$ cat src/rtl/core/bc1d_pkg.sv
package bc1d_pkg;

	// texels in one 4x4 block
	localparam int TEXELS = 16;
	localparam int TEXEL_NUM_W = $clog2(TEXELS);
	localparam logic [TEXEL_NUM_W-1:0] TEXEL_LAST = TEXEL_NUM_W'(TEXELS - 1);

	// field positions in the compressed block word
	localparam int BLOCK_W = 64;
	localparam int INDEX_W = 2 * TEXELS;

	typedef struct packed {
		logic [7:0] blue;
		logic [7:0] green;
		logic [7:0] red;
	} rgb_t;

	// expanded endpoints plus palette mode and texel indices
	typedef struct packed {
		rgb_t               e0;
		rgb_t               e1;
		logic               four;
		logic [INDEX_W-1:0] idx;
	} endp_t;

	// full four-entry palette plus texel indices
	typedef struct packed {
		rgb_t [3:0]         entry;
		logic [INDEX_W-1:0] idx;
	} pal_t;

	typedef struct packed {
		logic                   last;
		logic [TEXEL_NUM_W-1:0] texel_number;
		rgb_t                   color;
	} texel_t;

endpackage

$ cat src/rtl/core/bc1d_endpoint_expand.sv
module bc1d_endpoint_expand (
	input  logic                      clk,
	input  logic                      arst_n,
	input  logic                      force_four_color,
	input  logic                      in_valid,
	output logic                      in_ready,
	input  logic [bc1d_pkg::BLOCK_W-1:0] in_block,
	output logic                      out_valid,
	input  logic                      out_ready,
	output bc1d_pkg::endp_t           out_endp
);
	import bc1d_pkg::*;

	logic           valid_s1;
	endp_t          endp_s1;
	logic [15:0]    c0;
	logic [15:0]    c1;

	// v*255/31 == 8v + floor(7v/31)
	function automatic logic [7:0] expand5(input logic [4:0] v);
		logic [7:0] t;
		logic [2:0] f;
		t = ({3'b000, v} << 3) - {3'b000, v};
		f = 3'(t >= 8'd31) + 3'(t >= 8'd62) + 3'(t >= 8'd93) + 3'(t >= 8'd124)
			+ 3'(t >= 8'd155) + 3'(t >= 8'd186) + 3'(t >= 8'd217);
		return {v, 3'b000} + {5'b00000, f};
	endfunction

	// v*255/63 == 4v + floor(v/21)
	function automatic logic [7:0] expand6(input logic [5:0] v);
		logic [1:0] f;
		f = 2'(v >= 6'd21) + 2'(v >= 6'd42) + 2'(v >= 6'd63);
		return {v, 2'b00} + {6'b000000, f};
	endfunction

	function automatic rgb_t expand565(input logic [15:0] c);
		rgb_t p;
		p.red   = expand5(c[15:11]);
		p.green = expand6(c[10:5]);
		p.blue  = expand5(c[4:0]);
		return p;
	endfunction

	assign c0       = in_block[15:0];
	assign c1       = in_block[31:16];
	assign in_ready = !valid_s1 || out_ready;

	always_ff @(posedge clk or negedge arst_n) begin
		if (!arst_n) begin
			valid_s1 <= 1'b0;
		end else if (in_ready) begin
			valid_s1 <= in_valid;
		end
	end

	always_ff @(posedge clk) begin
		if (in_ready && in_valid) begin
			endp_s1.e0   <= expand565(c0);
			endp_s1.e1   <= expand565(c1);
			endp_s1.four <= force_four_color || (c0 > c1);
			endp_s1.idx  <= in_block[BLOCK_W-1:32];
		end
	end

	assign out_valid = valid_s1;
	assign out_endp  = endp_s1;

endmodule

$ cat src/rtl/core/bc1d_palette.sv
module bc1d_palette (
	input  logic            clk,
	input  logic            arst_n,
	input  logic            in_valid,
	output logic            in_ready,
	input  bc1d_pkg::endp_t in_endp,
	output logic            out_valid,
	input  logic            out_ready,
	output bc1d_pkg::pal_t  out_pal
);
	import bc1d_pkg::*;

	logic valid_s2;
	pal_t pal_s2;
	rgb_t mix2;
	rgb_t mix3;

	// floor(x/3) for x below 768
	function automatic logic [7:0] div3(input logic [9:0] x);
		logic [19:0] p;
		p = 20'(x) * 20'd683;
		return p[18:11];
	endfunction

	// entries 2 and 3 of one channel, entry 2 in the low byte
	function automatic logic [15:0] mix_channel(input logic [7:0] a, input logic [7:0] b,
		input logic four);
		logic [9:0] s2;
		logic [9:0] s3;
		logic [8:0] avg;
		s2  = {1'b0, a, 1'b0} + {2'b00, b};
		s3  = {2'b00, a} + {1'b0, b, 1'b0};
		avg = {1'b0, a} + {1'b0, b};
		if (four) begin
			return {div3(s3), div3(s2)};
		end
		// three-color mode: average and black
		return {8'h00, avg[8:1]};
	endfunction

	always_comb begin
		{mix3.red, mix2.red}     = mix_channel(in_endp.e0.red, in_endp.e1.red, in_endp.four);
		{mix3.green, mix2.green} = mix_channel(in_endp.e0.green, in_endp.e1.green,
			in_endp.four);
		{mix3.blue, mix2.blue}   = mix_channel(in_endp.e0.blue, in_endp.e1.blue, in_endp.four);
	end

	assign in_ready = !valid_s2 || out_ready;

	always_ff @(posedge clk or negedge arst_n) begin
		if (!arst_n) begin
			valid_s2 <= 1'b0;
		end else if (in_ready) begin
			valid_s2 <= in_valid;
		end
	end

	always_ff @(posedge clk) begin
		if (in_ready && in_valid) begin
			pal_s2.entry[0] <= in_endp.e0;
			pal_s2.entry[1] <= in_endp.e1;
			pal_s2.entry[2] <= mix2;
			pal_s2.entry[3] <= mix3;
			pal_s2.idx      <= in_endp.idx;
		end
	end

	assign out_valid = valid_s2;
	assign out_pal   = pal_s2;

endmodule

$ cat src/rtl/core/bc1d_texel_serializer.sv
module bc1d_texel_serializer (
	input  logic             clk,
	input  logic             arst_n,
	input  logic             in_valid,
	output logic             in_ready,
	input  bc1d_pkg::pal_t   in_pal,
	output logic             out_valid,
	input  logic             out_ready,
	output bc1d_pkg::texel_t out_texel
);
	import bc1d_pkg::*;

	logic                   valid_s3;
	pal_t                   pal_s3;
	logic [TEXEL_NUM_W-1:0] cnt_q;
	logic                   out_valid_q;
	texel_t                 texel_q;
	logic                   out_load;
	logic [1:0]             sel;

	// output register takes a texel whenever s3 holds a palette and the register is empty or being drained
	assign out_load = valid_s3 && (!out_valid_q || out_ready);
	assign in_ready = !valid_s3 || (out_load && (cnt_q == TEXEL_LAST));
	assign sel      = pal_s3.idx[{cnt_q, 1'b0} +: 2];

	always_ff @(posedge clk or negedge arst_n) begin
		if (!arst_n) begin
			valid_s3    <= 1'b0;
			cnt_q       <= '0;
			out_valid_q <= 1'b0;
		end else begin
			if (in_ready) begin
				valid_s3 <= in_valid;
			end
			if (out_load) begin
				cnt_q <= cnt_q + 1'b1;
			end
			if (!out_valid_q || out_ready) begin
				out_valid_q <= valid_s3;
			end
		end
	end

	always_ff @(posedge clk) begin
		if (in_ready && in_valid) begin
			pal_s3 <= in_pal;
		end
		if (out_load) begin
			texel_q.color        <= pal_s3.entry[sel];
			texel_q.texel_number <= cnt_q;
			texel_q.last         <= (cnt_q == TEXEL_LAST);
		end
	end

	assign out_valid = out_valid_q;
	assign out_texel = texel_q;

endmodule

$ cat src/rtl/core/bc1_color_block_decoder_top.sv
// bc1 color block decoder
//
// s_axis takes one 8-byte compressed color block per transaction as a
// little-endian 64-bit word: color0 in bits 15:0, color1 in bits 31:16 and
// sixteen 2-bit texel indices above. m_axis gives the sixteen decoded texels
// of each block in row-major order, one texel per transaction, with tlast on
// the sixteenth.
// cfg is a write-only channel for force_four_color, always ready; write it
// only while no block is in flight.
// pipeline: s1 expands both rgb565 endpoints and picks the palette mode,
// s2 builds the four-entry palette, s3 holds the palette and steps through
// the indices into the output register.
// throughput: one texel per cycle while m_axis_tready is high; the s3 texel
// counter steps through the sixteen indices of a block. up to two more blocks
// wait in s1 and s2 while a block is being emitted from s3.
// reset clears all valid bits and the texel counter and sets
// force_four_color to 0. when m_axis_tready is low the output register holds
// its texel and the stall backs up stage by stage to s_axis_tready; nothing
// is dropped or repeated.
module bc1_color_block_decoder_top (
	input  logic        clk,
	input  logic        arst_n,
	// block input
	input  logic        s_axis_tvalid,
	output logic        s_axis_tready,
	input  logic [63:0] s_axis_tdata,  // block_word
	// texel output
	output logic        m_axis_tvalid,
	input  logic        m_axis_tready,
	output logic [31:0] m_axis_tdata,  // red, green, blue, texel_number, zero pad
	output logic        m_axis_tlast,  // last
	// configuration
	input  logic        cfg_valid,
	output logic        cfg_ready,
	input  logic        cfg_data       // force_four_color
);
	import bc1d_pkg::*;

	logic   force_q;
	logic   endp_valid;
	logic   endp_ready;
	endp_t  endp;
	logic   pal_valid;
	logic   pal_ready;
	pal_t   pal;
	texel_t texel;
	logic [TEXEL_NUM_W-1:0] exp_num_q;

	// register write is always taken
	assign cfg_ready = 1'b1;

	always_ff @(posedge clk or negedge arst_n) begin
		if (!arst_n) begin
			force_q <= 1'b0;
		end else if (cfg_valid && cfg_ready) begin
			force_q <= cfg_data;
		end
	end

	// s1: endpoint expansion and palette mode
	bc1d_endpoint_expand u_expand (
		.clk              (clk),
		.arst_n           (arst_n),
		.force_four_color (force_q),
		.in_valid         (s_axis_tvalid),
		.in_ready         (s_axis_tready),
		.in_block         (s_axis_tdata),
		.out_valid        (endp_valid),
		.out_ready        (endp_ready),
		.out_endp         (endp)
	);

	// s2: interpolated palette entries
	bc1d_palette u_palette (
		.clk       (clk),
		.arst_n    (arst_n),
		.in_valid  (endp_valid),
		.in_ready  (endp_ready),
		.in_endp   (endp),
		.out_valid (pal_valid),
		.out_ready (pal_ready),
		.out_pal   (pal)
	);

	// s3: texel stepping and output register
	bc1d_texel_serializer u_serializer (
		.clk       (clk),
		.arst_n    (arst_n),
		.in_valid  (pal_valid),
		.in_ready  (pal_ready),
		.in_pal    (pal),
		.out_valid (m_axis_tvalid),
		.out_ready (m_axis_tready),
		.out_texel (texel)
	);

	assign m_axis_tdata = {4'b0000, texel.texel_number, texel.color.blue, texel.color.green,
		texel.color.red};
	assign m_axis_tlast = texel.last;

	// texel number the next output transaction must carry
	always_ff @(posedge clk or negedge arst_n) begin
		if (!arst_n) begin
			exp_num_q <= '0;
		end else if (m_axis_tvalid && m_axis_tready) begin
			exp_num_q <= exp_num_q + 1'b1;
		end
	end

`ifndef ASSERT_OFF
	a_tlast_on_final_texel: assert property (@(posedge clk) disable iff (!arst_n)
		m_axis_tvalid |-> (m_axis_tlast == (texel.texel_number == TEXEL_LAST)))
		else $error("tlast does not match the final texel");

	a_texel_order: assert property (@(posedge clk) disable iff (!arst_n)
		m_axis_tvalid |-> (texel.texel_number == exp_num_q))
		else $error("texel emitted out of order");

	a_no_accept_mid_block: assert property (@(posedge clk) disable iff (!arst_n)
		(m_axis_tvalid && !m_axis_tready && pal_valid && !m_axis_tlast) |-> !pal_ready)
		else $error("serializer took a new palette while stalled mid-block");
`endif

endmodule
$ cat config.mk
export PLATFORM = sky130hd
export DESIGN_NAME = bc1_color_block_decoder_top
export DESIGN_NICKNAME = d
export VERILOG_FILES = /design/src/rtl/core/bc1d_pkg.sv /design/src/rtl/core/bc1d_endpoint_expand.sv /design/src/rtl/core/bc1d_palette.sv /design/src/rtl/core/bc1d_texel_serializer.sv /design/src/rtl/core/bc1_color_block_decoder_top.sv
export SDC_FILE = /design/constraint.sdc
export NUM_CORES = 1
export LEC_CHECK = 0
export BUFFER_PORTS_ARGS = -buffer_cell sky130_fd_sc_hd__buf_2
export CORE_MARGIN = 3
export CORE_UTILIZATION = 64
export CTS_CLUSTER_SIZE = 30
export DETAILED_ROUTE_END_ITERATION = 8
export GPL_TIMING_DRIVEN = 0
export PLACE_DENSITY = 0.8
export SETUP_SLACK_MARGIN = 0.1
export SLEW_MARGIN = 5
export SYNTH_ARGS = -nofsm -noshare
export SYNTH_HDL_FRONTEND = slang
export SYNTH_HIERARCHICAL = 1
export SYNTH_SLANG_ARGS = --single-unit
export TNS_END_PERCENT = 5
$ cat constraint.sdc
create_clock -name clk -period 16.3 [get_ports clk]
set_input_delay 0 -clock clk [delete_from_list [all_inputs] [get_ports clk]]
set_output_delay 0 -clock clk [all_outputs]
set_load 0.01 [all_outputs]
==> metrics.yaml, run 1 <==
viasPerCell: 6.03
track_usage_pct: 27.7
reg2reg_from: "u_expand/out_endp[41]"
arrival_ns: 7.79
fin_nets: 3220
cts_setup_buffers: 0
cts_sinks: 375
setup_viol: 0
synth_compound_area_share_pct: 10.8
synthMuxAreaShare_pct: 1.13
htreeDepth: 2
die_h_um: 215
cts_tree: "built"
worst_pin_slew_ns: 0.913
grt_pass1_vias: 19600
whs_path_depth: 2
synthArstFlopShare_pct: 2.40
numCtsBuffers: 38
grt_max_degree: 69
die_area_um2: 46300
antenna_found_initial: 2
cap_violations: 0
drtIter0Drc: 1601
coreArea_um2: 42600
ioPinCount: 106
antenna_left: 0
synth_top_family_by_area: "adder cells"
r2r_cells: 25
worstReg2RegEnd: "u_palette/out_pal[118]"
cts.clk_slew.worst_paths_ns: 0.06
cp-start-kind: "flop"
cp_top_family: "adder cells"
rsz0062_at_grt: "false"
critPathKind: "reg2reg"
startpoint: "u_expand/out_endp[41]"
post-route-period-util_pct: 46.1
finalSetupTns_ns: 0
overflow: 0
crit_slowest_cell: "a2111oi_2"
cp.depth: 25
ys_ff_latch: 375
gp_congestion: 0.933
yosysWarnings: 6
final_cells: 3160
clk_latency_ns: 0.55
numPortBuffers: 100
die_w_um: 215
status: "completed"
skew_ns: 0.0188
max_freq_mhz: 133
worstPathRequired_ns: 16.58
cpMostUsedCell: "inv_1"
rows: 75
hpwl_um: 47500
path_max_fanout: 7
synth_edf_count: 366
synth_fa_ha_area_share_pct: 30.4
hold_viol: 0
fin_crit_ns: 7.52
min_from: "s_axis_tdata[55]"
synth_cells: 2339
drv_slew: 0
reg2reg_slack_ns: 8.78
synthTopCellsByArea: "edfxtp_1 (39%), ha_1 (20%), fa_1 (10%)"
synth_flop_cell: "edfxtp_1"
max_slew_margin_pct: 38.7
area_growth_pct: 11.8
vias: 19000
dpl.cell_count: 3024
synth_cell_type_count: 96
syn_area_per_cell_um2: 12.0
first_pass_iters: 5
grt_pass1_wl_um: 102000
endpoint_kind: "flop"
yosys.area.top_type: "edfxtp_1"
synth-simple-area-share_pct: 6.73
clock_path_buffers: 3
hold_path_class: "in2reg"
synth_area_um2: 28000
wl_um: 64200
layout-drive-gt1-share_pct: 9.91
cts_root_buffer: "clkbuf_16"
max_stage_delay_ns: 0.60
start_util_pct: 65.7
synth_top_area_share_pct: 39.3
whs_endpoint: "u_expand/out_endp[23]"
synth_xor_area_share_pct: 5.00
wl_per_cell_um: 20.3
critPathBufInv: 5
drc: 0
ys_seq_area_share_pct: 40.1
final cells by class:
cell class	instances	area [um2]
Antenna cell	1	2.50
Buffer	53	388
Clock buffer	41	962
Clock inverter	24	268
Fill cell	2745	11300
Inverter	331	1240
Multi-Input combinational cell	1583	15100
Sequential cell	375	11200
Tap cell	577	722
Timing Repair Buffer	175	1340
registers in the layout (all words and copies together), names as in the netlist:
register                cells
u_serializer/cnt_q          4
u_serializer/valid_s3       1
u_serializer/out_valid      1
u_serializer/pal_s3       128
u_expand/out_valid          1
u_serializer/out_texel     29
u_palette/out_valid         1
force_q                     1
u_expand/out_endp          81
u_palette/out_pal         128
Yosys cell counts, drive strengths merged, types with 16 or more instances:
library cell,count
nand4,16
edfxtp,366
inv,330
and2,17
nor3,30
a21o,39
ha,448
clkbuf,19
nand2b,24
fa,145
buf,34
nor2,97
nor2b,21
a21oi,102
xnor2,111
o21ai,126
xor2,48
nand2,45
a211oi,17
a31oi,36
nand3,43
a32oi,24
repair_timing:
action,4_1_cts,5_1_grt
hold endpoints to repair,89,0
hold buffers,70,0
gates resized for setup,0,0
worst max-delay path by stage:
stage	end	slack (ns)
floorplan	u_palette/out_pal[103]	9.93
global placement	u_palette/out_pal[118]	9.12
detailed placement	u_palette/out_pal[118]	8.88
CTS	u_palette/out_pal[118]	8.84
global route	u_palette/out_pal[118]	8.39
finish	u_palette/out_pal[118]	8.78
stage by stage:
stage                     setup WS [ns]  instance area, um2  hold WS (ns)  utilization (%)
after CTS                          8.84               31300         0.141             73.4
after floorplan                    9.93               28000        -0.296                -
final                              8.78               31300         0.172             73.4
after global placement             9.12               29200        -0.132             68.6
after detailed placement           8.88               29400        -0.119             68.9
after global routing               8.39               31300         0.159             73.4
cell usage in the layout, fill, tap and decap left out, types with 7 or more instances in the layout:
| master | synthesis | layout |
|---|---|---|
| mux2i_1 | 9 | 9 |
| or2_2 | 7 | 7 |
| buf_6 | 10 | 10 |
| clkbuf_1 | 19 | 21 |
| dfrtp_1 | 9 | 9 |
| clkinv_1 | 1 | 8 |
| nand2b_1 | 24 | 24 |
| buf_2 | 11 | 111 |
| o21a_1 | 15 | 15 |
| edfxtp_1 | 366 | 366 |
| nand2_1 | 44 | 44 |
| o31ai_1 | 8 | 8 |
| fa_1 | 145 | 145 |
| ha_1 | 448 | 448 |
| o21bai_1 | 13 | 13 |
| buf_4 | 9 | 9 |
| nor4_1 | 7 | 7 |
| and2_1 | 16 | 13 |
| xnor2_1 | 110 | 110 |
| o211ai_1 | 8 | 8 |
| a31oi_1 | 35 | 35 |
| nand4_1 | 16 | 16 |
| a211oi_1 | 14 | 14 |
| a21o_1 | 38 | 38 |
| and3_1 | 11 | 11 |
| a21oi_1 | 101 | 101 |
| nand3_2 | 20 | 20 |
| xor2_1 | 48 | 48 |
| dlygate4sd3_1 | 0 | 70 |
| nor2b_1 | 21 | 21 |
| nand3_1 | 23 | 23 |
| inv_1 | 330 | 330 |
| nor3_1 | 29 | 29 |
| or3_1 | 15 | 15 |
| a32oi_1 | 24 | 24 |
| o21ai_0 | 103 | 103 |
| nor2_1 | 95 | 95 |
| o21ai_1 | 22 | 22 |
| clkbuf_16 | 0 | 38 |
layer usage:
layer	track usage [%]	share of wire, %
met2	49.2	50
met1	36.1	40
met5	0	0
met4	8.68	3.2
met3	2.99	6.2
logic make-up after synthesis:
group / after synthesis
compound gates: 457
xor+xnor: 159
buf+inv: 384
fa+ha+maj: 593
mux: 21
other cells: 2
simple gates: 348
flops: 375
Power of run 1 is not shown: default switching activity piles up to over one toggle a cycle in this logic, so the estimate is an artifact.
==> run 2, diff against run 1 <==
==> constraint.sdc (replaced) <==
create_clock -name clk -period 7.3 [get_ports clk]
set_input_delay 0 -clock clk [delete_from_list [all_inputs] [get_ports clk]]
set_output_delay 0 -clock clk [all_outputs]
set_load 0.01 [all_outputs]
==> run 2 against run 1 <==
Worst hold slack about the same. Core utilization increased by 0.20 points. Non-clock buffer count increased by 3. Fmax increased by 5.7%. First-iteration DRC count decreased by 2.9%. Final cell count about the same. Register-to-register slack got worse by 8.6 ns. Routed wire length increased by 0.53%. Cell area increased by 0.27%. Clock skew about the same.
==> metrics.yaml, run 2 (same netlist as run 1, synthesis figures left out) <==
antenna_found_initial: 2  # unchanged
cts_tree: "built"
whs_endpoint: "u_expand/out_endp[23]"
path_max_fanout: 7  # unchanged
ioPinCount: 106  # unchanged
die_h_um: 215  # unchanged
first_pass_iters: 5  # unchanged
cts.clk_slew.worst_paths_ns: 0.06  # about the same
clk_latency_ns: 0.55  # about the same
die_w_um: 215  # unchanged
drc: 0  # unchanged
crit_slowest_cell: "edfxtp_1"
worstPathRequired_ns: 7.54  # -9.04 ns
reg2reg_from: "u_expand/out_endp[65]"
cp-start-kind: "flop"
r2r_cells: 25  # unchanged
fin_crit_ns: 7.11  # -0.405 ns
multi_input_area_um2: 15200  # +0.41%
die_area_um2: 46300  # unchanged
max_slew_margin_pct: 39.8  # +1.1 points
area_growth_pct: 12.1
status: "completed"
gp_congestion: 0.933  # unchanged
fillers: 2734  # -0.40%
endpoint_kind: "flop"
arrival_ns: 7.35  # -0.44 ns
cap_violations: 0  # unchanged
fin_nets: 3223  # +0.093%
stdcell_area_um2: 31400  # +0.27%
max_stage_delay_ns: 0.59  # about the same
reg2reg_slack_ns: 0.19  # -8.59 ns
critPathBufInv: 5  # unchanged
worstReg2RegEnd: "u_palette/out_pal[95]"
final_cell_mix: "ha_1 (448), edfxtp_1 (366), inv_1 (329)"
grt_pass1_vias: 19600  # -0.061%
antenna_left: 0  # unchanged
cts_root_buffer: "clkbuf_16"
skew_ns: 0.0185  # -0.000396 ns
whs_path_depth: 2  # unchanged
cts_sinks: 375  # unchanged
min_from: "s_axis_tdata[55]"
final-seq-area_um2: 11200  # unchanged
wl_um: 64500  # +0.53%
layout-drive-gt1-share_pct: 10.3  # +0.38 points
wl_per_cell_um: 20.4  # +0.43%
start_util_pct: 65.7  # unchanged
final_common_cell: "ha_1"
rows: 75  # unchanged
htreeDepth: 2  # unchanged
track_usage_pct: 27.8  # +0.050 points
hold_viol: 0  # unchanged
placed_area_um2: 29400  # unchanged
hold_path_class: "in2reg"
grt_max_degree: 69  # unchanged
clock_path_buffers: 3  # unchanged
rsz0062_at_grt: "true"
worst_pin_slew_ns: 0.903  # -0.00928 ns
max_freq_mhz: 141  # +5.7%
vias: 19100  # +0.41%
post-route-period-util_pct: 97.4  # +51 points
hpwl_um: 47500  # unchanged
drtIter0Drc: 1555  # -2.9%
numCtsBuffers: 38  # unchanged
cpMostUsedCell: "inv_1"
critPathKind: "reg2reg"
coreArea_um2: 42600  # unchanged
viasPerCell: 6.05  # +0.31%
drv_slew: 0  # unchanged
cp_top_family: "adder cells"
overflow: 0  # unchanged
grt_pass1_wl_um: 103000  # +0.15%
numPortBuffers: 100  # unchanged
setup_viol: 0  # unchanged
[run 2: cell count changes in the layout (fill, tap and decap cells not counted), moves of 2 or more]
| cell | previous run | this run |
|---|---|---|
| xor2_1 | 48 | 46 |
| xor2_2 | 0 | 2 |
| buf_4 | 9 | 12 |
| a21oi_2 | 1 | 3 |
| a21oi_1 | 101 | 99 |
[run 2: worst reg2reg max path: stages (launching register included)]
cell and delay (ns):
edfxtp_1 0.59, ha_1 0.31, fa_1 0.40, a21o_1 0.18, a21oi_1 0.26, o21bai_1 0.11, a21oi_1 0.20, xnor2_1 0.32
xnor2_1 0.24, inv_1 0.07, ha_1 0.28, inv_1 0.05, fa_1 0.53, inv_1 0.06, fa_1 0.51, inv_1 0.06
fa_1 0.52, inv_1 0.04, ha_1 0.28, nand4_1 0.10, a211oi_1 0.40, o21ai_0 0.24, a31oi_1 0.35, a311oi_1 0.19
xnor2_1 0.34, o21ai_0 0.19
[run 2: per-stage QoR]
stage / hold slack [ns] / cells / util, % / setup WS, ns / TNS, ns
2_1_floorplan: -0.296 / 2342 / - / 0.928 / 0
3_3_place_gp: -0.132 / 3019 / 68.6 / 0.118 / 0
3_5_place_dp: -0.119 / 3024 / 68.9 / -0.117 / -0.117
4_1_cts: 0.141 / 3160 / 73.5 / 0.130 / 0
5_1_grt: 0.159 / 3163 / 73.6 / 0.0106 / 0
6_report: 0.171 / 3163 / 73.6 / 0.186 / 0
[run 2: per-layer routing]
metal,track usage (%),share of wire (%)
met5,0,0
met4,8.64,3.3
met3,2.94,6.1
met2,49.3,50
met1,36.2,40
[run 2: area by class of cell]
| type | count | area share [%] |
|---|---|---|
| buffer | 53 | 1.24 |
| timing repair buffer | 178 | 4.34 |
| antenna | 1 | 0.00798 |
| sequential | 375 | 35.7 |
| clock inverter | 24 | 0.853 |
| tap | 577 | 2.30 |
| inverter | 331 | 3.96 |
| multi-input combinational | 1583 | 48.5 |
| clock buffer | 41 | 3.07 |
[run 2: repair_timing]
action,in CTS,in global routing
hold endpoints to repair,89,0
endpoints found under the setup margin,4,15
hold buffers,70,0
gates resized for setup,2,10
setup buffers,1,2
pin swaps,0,4
[run 2: worst max-delay path by stage]
stage | startpoint | endpoint | slack, ns | cells past startpoint
6_report | u_expand/out_endp[65] | u_palette/out_pal[95] | 0.19 | 25
5_1_grt | u_expand/out_endp[65] | u_palette/out_pal[95] | 0.01 | 25
2_1_floorplan | u_expand/out_endp[51] | u_palette/out_pal[103] | 0.93 | 22
3_3_place_gp | u_expand/out_endp[41] | u_palette/out_pal[118] | 0.12 | 25
3_5_place_dp | u_expand/out_endp[41] | u_palette/out_pal[118] | -0.12 | 25
4_1_cts | u_expand/out_endp[73] | u_palette/out_pal[103] | 0.13 | 22
Power of run 2 is left out for the same reason.
==> run 3, diff against run 2 <==
--- a/config.mk
+++ b/config.mk
@@ -8,6 +8,7 @@
 export BUFFER_PORTS_ARGS = -buffer_cell sky130_fd_sc_hd__buf_2
 export CORE_MARGIN = 3
 export CORE_UTILIZATION = 64
+export CTS_BUF_LIST = sky130_fd_sc_hd__clkbuf_8
 export CTS_CLUSTER_SIZE = 30
 export DETAILED_ROUTE_END_ITERATION = 8
 export GPL_TIMING_DRIVEN = 0
==> run 3 against run 2 <==
Critical path type unchanged. Via count up 0.47%. Worst setup slack better by 0.017 ns. First-iteration DRC count down 0.45%. Critical endpoint unchanged. Clock-buffer cell count up 16. Final cell count up 1.5%.
==> metrics.yaml, run 3 (same netlist as run 1, synthesis figures left out) <==
drv_slew: 0  # unchanged
r2r_cells: 25  # unchanged
first_pass_iters: 6  # +1
cts_sinks: 375  # unchanged
layout-drive-gt1-share_pct: 11.2  # +0.96 points
fin_crit_ns: 7.10  # -0.0167 ns
hold_viol: 0  # unchanged
clock_path_buffers: 3  # unchanged
numCtsBuffers: 57  # +50%
wl_um: 63700  # -1.3%
gp_congestion: 0.933  # unchanged
rsz0062_at_grt: "true"
coreArea_um2: 42600  # unchanged
overflow: 0  # unchanged
layout_setup_ws_ns: 0.203  # +0.0167 ns
max_slew_margin_pct: 35.1  # -4.6 points
rows: 75  # unchanged
worst_pin_slew_ns: 0.966  # +0.0625 ns
htreeDepth: 2  # unchanged
hold_path_class: "in2reg"
antenna_found_initial: 2  # unchanged
fin_nets: 3250  # +0.84%
final_common_cell: "ha_1"
whs_path_depth: 2  # unchanged
area_growth_pct: 12.1  # about the same
die_area_um2: 46300  # unchanged
vias: 19200  # +0.47%
start_util_pct: 65.7  # unchanged
worstPathRequired_ns: 7.62  # +0.08 ns
grt_pass1_vias: 19800  # +1.0%
endpoint_kind: "flop"
drtIter0Drc: 1548  # -0.45%
path_max_fanout: 6  # -1
numPortBuffers: 100  # unchanged
wl_per_cell_um: 19.8  # -2.7%
post-place-ws_ns: -0.117  # unchanged
hold-worst-slack_ns: 0.0646  # -0.107 ns
setup_viol: 0  # unchanged
cts_root_buffer: "clkbuf_8"
drc: 0  # unchanged
status: "completed"
critPathKind: "reg2reg"
hpwl_um: 47500  # unchanged
skew_ns: 0.0411  # +0.0226 ns
arrival_ns: 7.42  # +0.07 ns
antenna_left: 0  # unchanged
cap_violations: 0  # unchanged
grt_max_degree: 69  # unchanged
max_freq_mhz: 141  # +0.24%
cts_tree: "built"
clk_latency_ns: 0.67  # +0.12 ns
post-route-period-util_pct: 97.2  # -0.23 points
die_w_um: 215  # unchanged
grt_pass1_wl_um: 102000  # -0.39%
viasPerCell: 5.98  # -1.0%
final_cell_mix: "ha_1 (448), edfxtp_1 (366), inv_1 (341)"
cp-start-kind: "flop"
reg2reg_slack_ns: 0.20  # +0.02 ns
track_usage_pct: 27.7  # -0.066 points
die_h_um: 215  # unchanged
cts.clk_slew.worst_paths_ns: 0.06  # about the same
ioPinCount: 106  # unchanged
[run 3: path summary, 6_finish.rpt]
| path | from | to |
|---|---|---|
| worst max-delay path | u_expand/out_endp[42] | u_palette/out_pal[95] |
| worst min-delay path | s_axis_tdata[33] | u_expand/out_endp[1] |
| worst max register to register | u_expand/out_endp[42] | u_palette/out_pal[95] |
| worst min register to register | u_palette/out_pal[94] | u_serializer/pal_s3[94] |
| max in group asynchronous | arst_n | u_serializer/cnt_q[2] |
| min in group asynchronous | arst_n | force_q |
[run 3: layout make-up]
| class | instances | area, um2 |
|---|---|---|
| multi-input combinational | 1583 | 15200 |
| fill | 2779 | 11200 |
| sequential | 375 | 11200 |
| timing repair buffer | 186 | 1420 |
| inverter | 331 | 1240 |
| clock buffer | 57 | 785 |
| tap | 577 | 722 |
| buffer | 53 | 388 |
| clock inverter | 47 | 384 |
| antenna | 2 | 5.00 |
[run 3: what timing repair did]
| item | CTS | global route |
|---|---|---|
| setup buffers | 1 | 10 |
| hold buffers | 70 | 0 |
| hold endpoints to repair | 100 | 0 |
| endpoints found under the setup margin | 4 | 12 |
| pin swaps | 0 | 3 |
| resized for setup | 2 | 7 |
[run 3: through the flow]
stage	utilization, %	TNS, ns	instance area, um2	instances
3_3_place_gp	68.6	0	29200	3019
3_5_place_dp	68.9	-0.117	29400	3024
4_1_cts	73.4	0	31300	3199
5_1_grt	73.6	0	31400	3211
6_report	73.6	0	31400	3211
2_1_floorplan	-	0	28000	2342
[run 3: per-layer routing]
layer / global-route usage, % / wire, um / up-vias / share of wire [%]
li1: - / - / 8918 / -
met1: 36.0 / 25900 / 9329 / 41
met2: 48.2 / 31400 / 819 / 49
met3: 3.45 / 4110 / 148 / 6.4
met4: 10.2 / 2250 / 0 / 3.5
met5: 0 / 0 / - / 0
[run 3: worst max-delay path, stage by stage (launching register included)]
cell	delay, ns
edfxtp_1	0.53
ha_1	0.29
fa_1	0.40
a21o_1	0.18
a21oi_1	0.26
o21bai_1	0.11
a21oi_1	0.20
xnor2_1	0.32
xnor2_1	0.24
inv_1	0.07
ha_1	0.28
inv_1	0.05
fa_1	0.53
inv_1	0.06
fa_1	0.51
inv_1	0.06
fa_1	0.52
inv_1	0.04
ha_1	0.28
nand4_1	0.10
a211oi_1	0.41
o21ai_0	0.24
a31oi_1	0.36
a311oi_1	0.19
xnor2_1	0.35
o21ai_0	0.18
Power of run 3 is left out for the same reason.
